<file path="config.mk">
export PLATFORM = sky130hd
export DESIGN_NAME = fixed_unit_pool_allocator
export DESIGN_NICKNAME = d
export VERILOG_FILES = /design/src/design/fupa_pkg.sv /design/src/design/fixed_unit_pool_allocator.sv /design/src/design/fupa_ram.sv /design/src/design/fupa_arith.sv
export SDC_FILE = /design/constraint.sdc
export NUM_CORES = 1
export LEC_CHECK = 0
export BUFFER_PORTS_ARGS = -buffer_cell sky130_fd_sc_hd__buf_4
export CORE_MARGIN = 1
export CORE_UTILIZATION = 60
export CTS_CLUSTER_DIAMETER = 60
export DETAILED_ROUTE_END_ITERATION = 16
export PLACE_DENSITY = 0.78
export SLEW_MARGIN = 40
export SYNTH_ARGS = -nofsm -noshare
export SYNTH_HDL_FRONTEND = slang
export SYNTH_SLANG_ARGS = --single-unit
</file>
<file path="constraint.sdc">
create_clock -name clk -period 6.2 [get_ports clk]
set_input_delay 0.93 -clock clk [delete_from_list [all_inputs] [get_ports clk]]
set_output_delay 0.93 -clock clk [all_outputs]
set_load 0.05 [all_outputs]
</file>
<file path="src/design/fupa_pkg.sv">
`timescale 1ns / 1ps
// Shared types, codes and constants for the fixed unit pool allocator.
// Has no dependencies; the top level, fupa_arith and fupa_checker import it.
package fupa_pkg;

    localparam int ADDR_W         = 32;
    localparam int UNIT_W         = 17;
    localparam int DATA_W         = 32;
    localparam int PADDR_W        = 3;
    localparam int STATUS_W       = 3;
    localparam int POOL_UNITS_DEF = 64;
    localparam int DIV_STEPS      = 32;
    localparam int STEP_W         = $clog2(DIV_STEPS + 1);

    localparam logic [UNIT_W-1:0] UNIT_BYTES_RST = UNIT_W'(64);

    // Request codes carried on req_type.
    localparam logic REQ_ALLOC = 1'b0;
    localparam logic REQ_FREE  = 1'b1;

    // Register word indexes on the configuration port.
    localparam logic REG_POOL_BASE  = 1'b0;
    localparam logic REG_UNIT_BYTES = 1'b1;

    typedef enum logic [STATUS_W-1:0] {
        ST_GRANTED  = 3'd0,
        ST_EMPTY    = 3'd1,
        ST_RETURNED = 3'd2,
        ST_OUTSIDE  = 3'd3,
        ST_IGNORED  = 3'd4
    } status_t;

    typedef enum logic {
        OP_DIV = 1'b0,
        OP_MUL = 1'b1
    } arith_op_t;

    typedef struct packed {
        logic      start;
        arith_op_t op;
    } arith_ctl_t;

    typedef struct packed {
        logic done;
        logic rem_zero;
    } arith_sts_t;

endpackage

</file>
<file path="src/design/fixed_unit_pool_allocator.sv">
`timescale 1ns / 1ps
// Top level of the fixed unit pool allocator: sequencer, counters, register port.
// Depends on fupa_pkg, fupa_ram and fupa_arith.
//
// The block hands out and takes back equal-sized units of a memory pool that
// starts at pool_base and has units of unit_bytes bytes (zero counts as one).
// Request words enter on the in_valid/in_stall channel: req_type selects an
// allocate or a free of release_address. Every request produces exactly one
// result word on the out_valid/out_stall channel with the unit address, a
// status code and the free and allocated unit counts after the request.
//
// Requests are handled one at a time by a small sequencer around one shared
// bit-serial divide/multiply unit. A free divides the address offset by the
// unit size one quotient bit per cycle; an address outside the pool or off a
// unit boundary is answered as soon as the divide finishes, and any other
// address has its in-use mark checked first. An allocate reads the oldest
// free index from the free list and multiplies it by the unit size one index
// bit per cycle; on an empty pool it answers without any arithmetic.
// in_stall is low whenever the sequencer is idle,
// and a new word is accepted the cycle after the previous result is staged.
// The output register holds a finished result while the receiver stalls, and
// the next request is still accepted meanwhile; it then waits for the slot.
// After reset a clearing pass over all POOL_UNITS entries loads the free
// list with the indexes in order and clears every in-use mark; in_stall
// stays high during the pass, while register writes are taken as usual.
module fixed_unit_pool_allocator #(
    parameter int POOL_UNITS = fupa_pkg::POOL_UNITS_DEF
) (
    input  logic                                clk,
    input  logic                                rst_n,
    input  logic                                in_valid,
    output logic                                in_stall,
    input  logic                                req_type,
    input  logic [fupa_pkg::ADDR_W-1:0]         release_address,
    output logic                                out_valid,
    input  logic                                out_stall,
    output logic [fupa_pkg::ADDR_W-1:0]         unit_address,
    output logic [fupa_pkg::STATUS_W-1:0]       status,
    output logic [$clog2(POOL_UNITS + 1)-1:0]   free_units,
    output logic [$clog2(POOL_UNITS + 1)-1:0]   used_units,
    input  logic                                psel,
    input  logic                                penable,
    input  logic                                pwrite,
    input  logic [fupa_pkg::PADDR_W-1:0]        paddr,
    input  logic [fupa_pkg::DATA_W-1:0]         pwdata,
    output logic [fupa_pkg::DATA_W-1:0]         prdata,
    output logic                                pready
);
    import fupa_pkg::*;

    localparam int IDX_W = $clog2(POOL_UNITS);
    localparam int CNT_W = $clog2(POOL_UNITS + 1);
    localparam logic [IDX_W-1:0]  LAST_IDX   = IDX_W'(POOL_UNITS - 1);
    localparam logic [CNT_W-1:0]  UNITS_CNT  = CNT_W'(POOL_UNITS);
    localparam logic [ADDR_W-1:0] LAST_QUOT  = ADDR_W'(POOL_UNITS - 1);

    typedef enum logic [2:0] {
        S_CLEAR,
        S_IDLE,
        S_ALLOC_RD,
        S_MUL,
        S_DIV,
        S_USE_CHK,
        S_DONE
    } state_t;

    // Configuration registers. Writes must only arrive while the sequencer is idle; the block does not enforce this.
    logic [ADDR_W-1:0] pool_base_reg;
    logic [UNIT_W-1:0] unit_bytes_reg;
    logic [UNIT_W-1:0] eff_unit;
    logic              cfg_write;

    assign cfg_write = psel && penable && pwrite && pready;
    assign pready    = 1'b1;
    assign eff_unit  = (unit_bytes_reg == '0) ? UNIT_W'(1) : unit_bytes_reg;

    always_ff @(posedge clk or negedge rst_n)
    begin
        if (!rst_n)
        begin
            pool_base_reg  <= '0;
            unit_bytes_reg <= UNIT_BYTES_RST;
        end
        else if (cfg_write)
        begin
            case (paddr[2])
                REG_POOL_BASE:  pool_base_reg  <= pwdata;
                REG_UNIT_BYTES: unit_bytes_reg <= pwdata[UNIT_W-1:0];
                default:        pool_base_reg  <= pool_base_reg;
            endcase
        end
    end

    always_comb
    begin
        case (paddr[2])
            REG_POOL_BASE:  prdata = pool_base_reg;
            REG_UNIT_BYTES: prdata = DATA_W'(unit_bytes_reg);
            default:        prdata = '0;
        endcase
    end

    // Sequencer state, free-list pointers and the output register.
    state_t            state_reg, state_next;
    logic [IDX_W-1:0]  clr_reg, clr_next;
    logic [IDX_W-1:0]  head_reg, head_next;
    logic [IDX_W-1:0]  tail_reg, tail_next;
    logic [CNT_W-1:0]  free_reg, free_next;
    logic [IDX_W-1:0]  idx_reg, idx_next;
    logic [ADDR_W-1:0] res_addr_reg, res_addr_next;
    status_t           res_status_reg, res_status_next;
    logic              out_valid_reg, out_valid_next;
    logic [ADDR_W-1:0] out_addr_reg, out_addr_next;
    status_t           out_status_reg, out_status_next;
    logic [CNT_W-1:0]  out_free_reg, out_free_next;
    logic [CNT_W-1:0]  out_used_reg, out_used_next;

    // Free list memory and in-use mark memory.
    logic              fifo_we;
    logic [IDX_W-1:0]  fifo_waddr, fifo_wdata, fifo_rdata;
    logic              use_we;
    logic [IDX_W-1:0]  use_waddr, use_raddr;
    logic              use_wdata, use_rdata;

    // Shared arithmetic unit.
    arith_ctl_t        actl;
    arith_sts_t        asts;
    logic [ADDR_W-1:0] a_opa, a_result;
    logic [ADDR_W-1:0] offset;
    logic              in_pool;

    assign offset = release_address - pool_base_reg;

    // offset <= (POOL_UNITS-1)*unit exactly when the quotient is below the
    // last index, or equals it with nothing left over.
    assign in_pool = (a_result < LAST_QUOT) || ((a_result == LAST_QUOT) && asts.rem_zero);

    // While dividing, the quotient register addresses the in-use memory so the
    // mark is ready the cycle after the divide finishes.
    assign use_raddr = (state_reg == S_DIV) ? a_result[IDX_W-1:0] : idx_reg;

    always_comb
    begin
        state_next      = state_reg;
        clr_next        = clr_reg;
        head_next       = head_reg;
        tail_next       = tail_reg;
        free_next       = free_reg;
        idx_next        = idx_reg;
        res_addr_next   = res_addr_reg;
        res_status_next = res_status_reg;
        out_addr_next   = out_addr_reg;
        out_status_next = out_status_reg;
        out_free_next   = out_free_reg;
        out_used_next   = out_used_reg;
        out_valid_next  = out_valid_reg && out_stall;
        fifo_we         = 1'b0;
        fifo_waddr      = tail_reg;
        fifo_wdata      = idx_reg;
        use_we          = 1'b0;
        use_waddr       = idx_reg;
        use_wdata       = 1'b0;
        actl.start      = 1'b0;
        actl.op         = OP_DIV;
        a_opa           = offset;

        case (state_reg)
            S_CLEAR:
            begin
                fifo_we    = 1'b1;
                fifo_waddr = clr_reg;
                fifo_wdata = clr_reg;
                use_we     = 1'b1;
                use_waddr  = clr_reg;
                use_wdata  = 1'b0;
                clr_next   = clr_reg + IDX_W'(1);
                if (clr_reg == LAST_IDX)
                begin
                    state_next = S_IDLE;
                end
            end
            S_IDLE:
            begin
                if (in_valid)
                begin
                    if (req_type == REQ_FREE)
                    begin
                        actl.start = 1'b1;
                        actl.op    = OP_DIV;
                        state_next = S_DIV;
                    end
                    else if (free_reg == '0)
                    begin
                        res_addr_next   = '0;
                        res_status_next = ST_EMPTY;
                        state_next      = S_DONE;
                    end
                    else
                    begin
                        state_next = S_ALLOC_RD;
                    end
                end
            end
            S_ALLOC_RD:
            begin
                // The oldest free index is now on the free list read port.
                idx_next   = fifo_rdata;
                actl.start = 1'b1;
                actl.op    = OP_MUL;
                a_opa      = ADDR_W'(fifo_rdata);
                use_we     = 1'b1;
                use_waddr  = fifo_rdata;
                use_wdata  = 1'b1;
                head_next  = (head_reg == LAST_IDX) ? '0 : head_reg + IDX_W'(1);
                free_next  = free_reg - CNT_W'(1);
                state_next = S_MUL;
            end
            S_MUL:
            begin
                if (asts.done)
                begin
                    res_addr_next   = pool_base_reg + a_result;
                    res_status_next = ST_GRANTED;
                    state_next      = S_DONE;
                end
            end
            S_DIV:
            begin
                if (asts.done)
                begin
                    idx_next      = a_result[IDX_W-1:0];
                    res_addr_next = '0;
                    if (!in_pool)
                    begin
                        res_status_next = ST_OUTSIDE;
                        state_next      = S_DONE;
                    end
                    else if (!asts.rem_zero)
                    begin
                        res_status_next = ST_IGNORED;
                        state_next      = S_DONE;
                    end
                    else
                    begin
                        state_next = S_USE_CHK;
                    end
                end
            end
            S_USE_CHK:
            begin
                if (use_rdata && (free_reg < UNITS_CNT))
                begin
                    use_we          = 1'b1;
                    use_waddr       = idx_reg;
                    use_wdata       = 1'b0;
                    fifo_we         = 1'b1;
                    fifo_waddr      = tail_reg;
                    fifo_wdata      = idx_reg;
                    tail_next       = (tail_reg == LAST_IDX) ? '0 : tail_reg + IDX_W'(1);
                    free_next       = free_reg + CNT_W'(1);
                    res_status_next = ST_RETURNED;
                end
                else
                begin
                    res_status_next = ST_IGNORED;
                end
                state_next = S_DONE;
            end
            S_DONE:
            begin
                if (!out_valid_reg || !out_stall)
                begin
                    out_valid_next  = 1'b1;
                    out_addr_next   = res_addr_reg;
                    out_status_next = res_status_reg;
                    out_free_next   = free_reg;
                    out_used_next   = UNITS_CNT - free_reg;
                    state_next      = S_IDLE;
                end
            end
            default:
            begin
                state_next = S_IDLE;
            end
        endcase
    end

    always_ff @(posedge clk or negedge rst_n)
    begin
        if (!rst_n)
        begin
            state_reg      <= S_CLEAR;
            clr_reg        <= '0;
            head_reg       <= '0;
            tail_reg       <= '0;
            free_reg       <= UNITS_CNT;
            idx_reg        <= '0;
            res_addr_reg   <= '0;
            res_status_reg <= ST_GRANTED;
            out_valid_reg  <= 1'b0;
            out_addr_reg   <= '0;
            out_status_reg <= ST_GRANTED;
            out_free_reg   <= '0;
            out_used_reg   <= '0;
        end
        else
        begin
            state_reg      <= state_next;
            clr_reg        <= clr_next;
            head_reg       <= head_next;
            tail_reg       <= tail_next;
            free_reg       <= free_next;
            idx_reg        <= idx_next;
            res_addr_reg   <= res_addr_next;
            res_status_reg <= res_status_next;
            out_valid_reg  <= out_valid_next;
            out_addr_reg   <= out_addr_next;
            out_status_reg <= out_status_next;
            out_free_reg   <= out_free_next;
            out_used_reg   <= out_used_next;
        end
    end

    fupa_ram #(
        .WIDTH (IDX_W),
        .DEPTH (POOL_UNITS)
    ) u_fifo_ram (
        .clk   (clk),
        .we    (fifo_we),
        .waddr (fifo_waddr),
        .wdata (fifo_wdata),
        .raddr (head_reg),
        .rdata (fifo_rdata)
    );

    fupa_ram #(
        .WIDTH (1),
        .DEPTH (POOL_UNITS)
    ) u_use_ram (
        .clk   (clk),
        .we    (use_we),
        .waddr (use_waddr),
        .wdata (use_wdata),
        .raddr (use_raddr),
        .rdata (use_rdata)
    );

    fupa_arith #(
        .IDX_W (IDX_W)
    ) u_arith (
        .clk    (clk),
        .rst_n  (rst_n),
        .ctl    (actl),
        .opa    (a_opa),
        .opb    (eff_unit),
        .sts    (asts),
        .result (a_result)
    );

    assign in_stall     = (state_reg != S_IDLE);
    assign out_valid    = out_valid_reg;
    assign unit_address = out_addr_reg;
    assign status       = out_status_reg;
    assign free_units   = out_free_reg;
    assign used_units   = out_used_reg;

endmodule

</file>
<file path="src/design/fupa_ram.sv">
`timescale 1ns / 1ps
// Generic single-write, single-read RAM with a registered read port.
// Depends on nothing.
module fupa_ram #(
    parameter int WIDTH = 8,
    parameter int DEPTH = 64
) (
    input  logic                     clk,
    input  logic                     we,
    input  logic [$clog2(DEPTH)-1:0] waddr,
    input  logic [WIDTH-1:0]         wdata,
    input  logic [$clog2(DEPTH)-1:0] raddr,
    output logic [WIDTH-1:0]         rdata
);

    logic [WIDTH-1:0] mem [DEPTH];

    always_ff @(posedge clk)
    begin
        if (we)
        begin
            mem[waddr] <= wdata;
        end
        rdata <= mem[raddr];
    end

endmodule

</file>
<file path="src/design/fupa_arith.sv">
`timescale 1ns / 1ps
// Shared bit-serial arithmetic unit: restoring divide (32 steps) and
// shift-add multiply (one step per index bit). Depends on fupa_pkg.
module fupa_arith #(
    parameter int IDX_W = 6
) (
    input  logic                        clk,
    input  logic                        rst_n,
    input  fupa_pkg::arith_ctl_t        ctl,
    input  logic [fupa_pkg::ADDR_W-1:0] opa,
    input  logic [fupa_pkg::UNIT_W-1:0] opb,
    output fupa_pkg::arith_sts_t        sts,
    output logic [fupa_pkg::ADDR_W-1:0] result
);
    import fupa_pkg::*;

    logic              busy_reg, busy_next;
    logic              done_reg, done_next;
    arith_op_t         op_reg, op_next;
    logic [STEP_W-1:0] step_reg, step_next;
    logic [ADDR_W-1:0] acc_reg, acc_next;
    logic [UNIT_W-1:0] rem_reg, rem_next;
    logic [UNIT_W-1:0] b_reg, b_next;

    logic [UNIT_W:0]   shifted;
    logic [UNIT_W+1:0] diff;
    logic              last_step;

    assign shifted   = {rem_reg, acc_reg[ADDR_W-1]};
    assign diff      = {1'b0, shifted} - {2'b00, b_reg};
    assign last_step = (op_reg == OP_DIV) ? (step_reg == STEP_W'(DIV_STEPS - 1))
                                          : (step_reg == STEP_W'(IDX_W - 1));

    always_comb
    begin
        busy_next = busy_reg;
        done_next = 1'b0;
        op_next   = op_reg;
        step_next = step_reg;
        acc_next  = acc_reg;
        rem_next  = rem_reg;
        b_next    = b_reg;
        if (ctl.start)
        begin
            busy_next = 1'b1;
            op_next   = ctl.op;
            step_next = '0;
            b_next    = opb;
            if (ctl.op == OP_DIV)
            begin
                acc_next = opa;
                rem_next = '0;
            end
            else
            begin
                acc_next = '0;
                rem_next = {opa[IDX_W-1:0], {(UNIT_W - IDX_W){1'b0}}};
            end
        end
        else if (busy_reg)
        begin
            if (op_reg == OP_DIV)
            begin
                // A clear borrow bit means the divisor fits: quotient bit is one.
                if (!diff[UNIT_W+1])
                begin
                    rem_next = diff[UNIT_W-1:0];
                    acc_next = {acc_reg[ADDR_W-2:0], 1'b1};
                end
                else
                begin
                    rem_next = shifted[UNIT_W-1:0];
                    acc_next = {acc_reg[ADDR_W-2:0], 1'b0};
                end
            end
            else
            begin
                acc_next = {acc_reg[ADDR_W-2:0], 1'b0}
                         + (rem_reg[UNIT_W-1] ? ADDR_W'(b_reg) : '0);
                rem_next = {rem_reg[UNIT_W-2:0], 1'b0};
            end
            step_next = step_reg + STEP_W'(1);
            if (last_step)
            begin
                busy_next = 1'b0;
                done_next = 1'b1;
            end
        end
    end

    always_ff @(posedge clk or negedge rst_n)
    begin
        if (!rst_n)
        begin
            busy_reg <= 1'b0;
            done_reg <= 1'b0;
            op_reg   <= OP_DIV;
            step_reg <= '0;
            acc_reg  <= '0;
            rem_reg  <= '0;
            b_reg    <= '0;
        end
        else
        begin
            busy_reg <= busy_next;
            done_reg <= done_next;
            op_reg   <= op_next;
            step_reg <= step_next;
            acc_reg  <= acc_next;
            rem_reg  <= rem_next;
            b_reg    <= b_next;
        end
    end

    assign sts.done     = done_reg;
    assign sts.rem_zero = (rem_reg == '0);
    assign result       = acc_reg;

endmodule

</file>
==> reports/results.ini <==
[sta]
setup_slack_ns=2.16
rsz0062_at_grt=no
finalCritPeriodShare_pct=65.2
setup_viol=0
fmax_ghz=0.247
final_max_slew_viol_count=0
max_slew.worst_pin.slew_ns=0.921
final.min_clock_period_ns=4.04
setup-tns-final_ns=0
holdWs_ns=0.234
fin_skew_ns=0.0368
hold_violations=0
slew_headroom_pct=38.6

[drt]
drtAntennaViolNets=0
routed_wl_mm=90.4
vias=23800
wl_met3_mm=7.07
met1Wirelength_mm=35.0
met2_length_mm=43.7
top_layer_used=met5
initialDrtViolationCount=2344
firstDrtPassIters=6
wl_per_cell_um=24.4
drc=0
via_per_inst=6.43

[clocking]
clock-root-buffer=clkbuf_16
htreeDepth=3
cts_repair_resize_count=0
cts_buffers=74
clk_pin_slew_ns=0.06
post_cts_buffers=0
cts_buffer_depth=3
clock-sinks=697
ctsHoldBuffers=0
cts_tree=built
clkLatencyLatePin_ns=0.65

[synth]
avgSynthCellArea_um2=12.5
netlist_instances=2749
ys_ff_latch=697
synthDistinctLibCells=81
ys_async_sr_fraction_pct=34.7
synthFlopType=edfxtp_1
synth_edf_count=448
yosysWarnings=0
synth-seq-area-share_pct=57.4
syn-cell-area_um2=34300
syn-num-nets=2935

[worst_setup_path]
crit_slowest_cell=nor2_1
crit_fanout=10
required_ns=6.46
crit_type=flop to flop
max_stage_delay_ns=0.69
crit_path_end_kind=flop
cp.arrival_ns=4.30
cp_cell_sequence=nor4_1 -> nand3_1 -> a21boi_0 -> nor2b_2 -> a22oi_1 -> nand2b_1 -> nor2_1
startpoint_type=flop

[final_layout]
fin_area_um2=38900
fillers=3865
layout-drive-gt1-share_pct=18.1
reg.largest.list=u_fifo_ram.mem (384), u_use_ram.mem (64)
largest_reg_flops=384
largest_register=u_fifo_ram.mem
final_cells=3706
insertedDiodeCount=0
nNetsFinal=3076
syn_to_final_growth_pct=13.5

[grt]
track_usage_pct=31.7
grt_max_degree=82
antenna_found_initial=2
grt_pass1_wl_mm=138
grt_pass1_vias=23400
grt_overflow_total=0

[placed_design]
place_area_um2=36200
post-place-ws_ns=2.30
dp_cells=3569
dp_hpwl_mm=59.6
port_buffers=155
gp_congestion=1.00

[die]
ios=159
coreArea_um2=56400
std_cell_rows=87
die_area_um2=58100
die_h_um=241
initial_core_util_pct=60.8
die_w_um=241

[outcome]
status=finished clean

[power_and_ir_drop]
p_leak_uw=0.0146
vdd_drop_max_v=0.000399
p_per_area_nw_per_um2=280

[flow_run]
maxCapViolations=0

[min_path]
min_path_type=primary input to async pin

## routing by layer
layer | vias up | global-route usage (%)
li1 | 10600 | -
met1 | 11800 | 40.5
met2 | 1151 | 52.0
met3 | 293 | 6.43
met4 | 4 | 15.3
met5 | - | 0
## synthesized netlist by cell type, drive strengths merged, types with 23 or more instances
cell / number / area (um^2)
and2: 33 / 206
nand3: 40 / 200
mux2i: 39 / 394
mux4: 142 / 3230
nor3: 25 / 125
dfrtp: 240 / 6010
edfxtp: 448 / 13500
clkbuf: 94 / 353
a211oi: 24 / 180
mux2: 57 / 642
xor2: 36 / 315
nand2: 340 / 1280
buf: 28 / 150
nor2: 272 / 1040
a21o: 37 / 278
ha: 106 / 1330
o21ai: 173 / 866
xnor2: 63 / 552
a21oi: 126 / 631
inv: 85 / 319
nand4: 26 / 163
nand2b: 23 / 151
## cell type report
cell class | instances | area [um^2] | area share [%]
Clock buffer | 96 | 2050 | 5.26
Sequential cell | 697 | 19700 | 50.6
Tap cell | 756 | 946 | 2.43
Clock inverter | 40 | 569 | 1.46
Timing Repair Buffer | 187 | 1470 | 3.79
Inverter | 86 | 323 | 0.830
Multi-Input combinational cell | 1844 | 13900 | 35.7
## worst paths after layout
check / startpoint / slack, ns / endpoint / cells past startpoint
worst max-delay path: free_reg[0]$_DFFE_PN0P_ / 2.16 / u_fifo_ram.mem[51][0]$_DFFE_PP_ / 7
worst min-delay path: rst_n / 0.23 / u_arith.result[22]$_DFFE_PN0P_ / 1
worst max register to register: free_reg[0]$_DFFE_PN0P_ / 2.16 / u_fifo_ram.mem[51][0]$_DFFE_PP_ / 7
worst min register to register: res_addr_reg[16]$_DFFE_PN0P_ / 0.46 / unit_address[16]$_DFFE_PN0P_ / 2
max in group asynchronous: rst_n / 4.85 / state_reg[1]$_DFFE_PN0P_ / 2
min in group clk: res_addr_reg[16]$_DFFE_PN0P_ / 0.46 / unit_address[16]$_DFFE_PN0P_ / 2
## cell usage in the layout, fill, tap and decap left out, types with 22 or more instances in the layout
master | Yosys | layout
edfxtp_1 | 448 | 448
nand2_1 | 340 | 333
nor2_1 | 271 | 267
dfrtp_1 | 240 | 235
buf_4 | 3 | 181
o21ai_0 | 166 | 165
mux4_2 | 133 | 133
a21oi_1 | 126 | 125
ha_1 | 106 | 106
inv_1 | 85 | 85
clkbuf_16 | 0 | 75
xnor2_1 | 63 | 63
mux2_2 | 57 | 57
nand3_1 | 40 | 40
mux2i_1 | 38 | 37
a21o_1 | 37 | 37
xor2_1 | 36 | 36
and2_1 | 33 | 32
nand4_1 | 26 | 26
nor3_1 | 25 | 24
a211oi_1 | 24 | 24
nand2b_1 | 22 | 22
## kinds of logic (layout without fill, tap and decap cells)
kind of cell | Yosys count | after routing | share of synthesized area (%)
buffers and inverters | 208 | 409 | 2.41
other | 1 | 1 | 0.0109
AOI/OAI and AO/OA | 549 | 549 | 10.1
muxes | 238 | 238 | 12.5
xor gates and xnor gates | 99 | 99 | 2.53
adders and majority gates | 111 | 111 | 4.16
and+or+nand+nor | 846 | 846 | 11.0
DFF | 697 | 697 | 57.4
## where the power goes
| part | switching (uW) | leakage (uW) | internal (uW) | total [uW] |
|---|---|---|---|---|
| Combinational | 662 | 0.00639 | 412 | 1070 |
| Clock | 1940 | 0.00125 | 2790 | 4720 |
| Sequential | 113 | 0.00692 | 4980 | 5090 |
## worst max-delay path, delay by kind of cell, from the launching register on
kind	cells	cell delay, ns
simple gates	5	2.59
compound gates	2	0.62
flops	1	0.46
## per-stage QoR
step	total power, uW	utilization [%]
finish	10900	69.0
detailed placement	6240	64.3
global route	11200	69.0
CTS	10900	68.9
floorplan	5870	-
global placement	6220	64.1
Note: power is estimated with default switching activity, not from simulation.
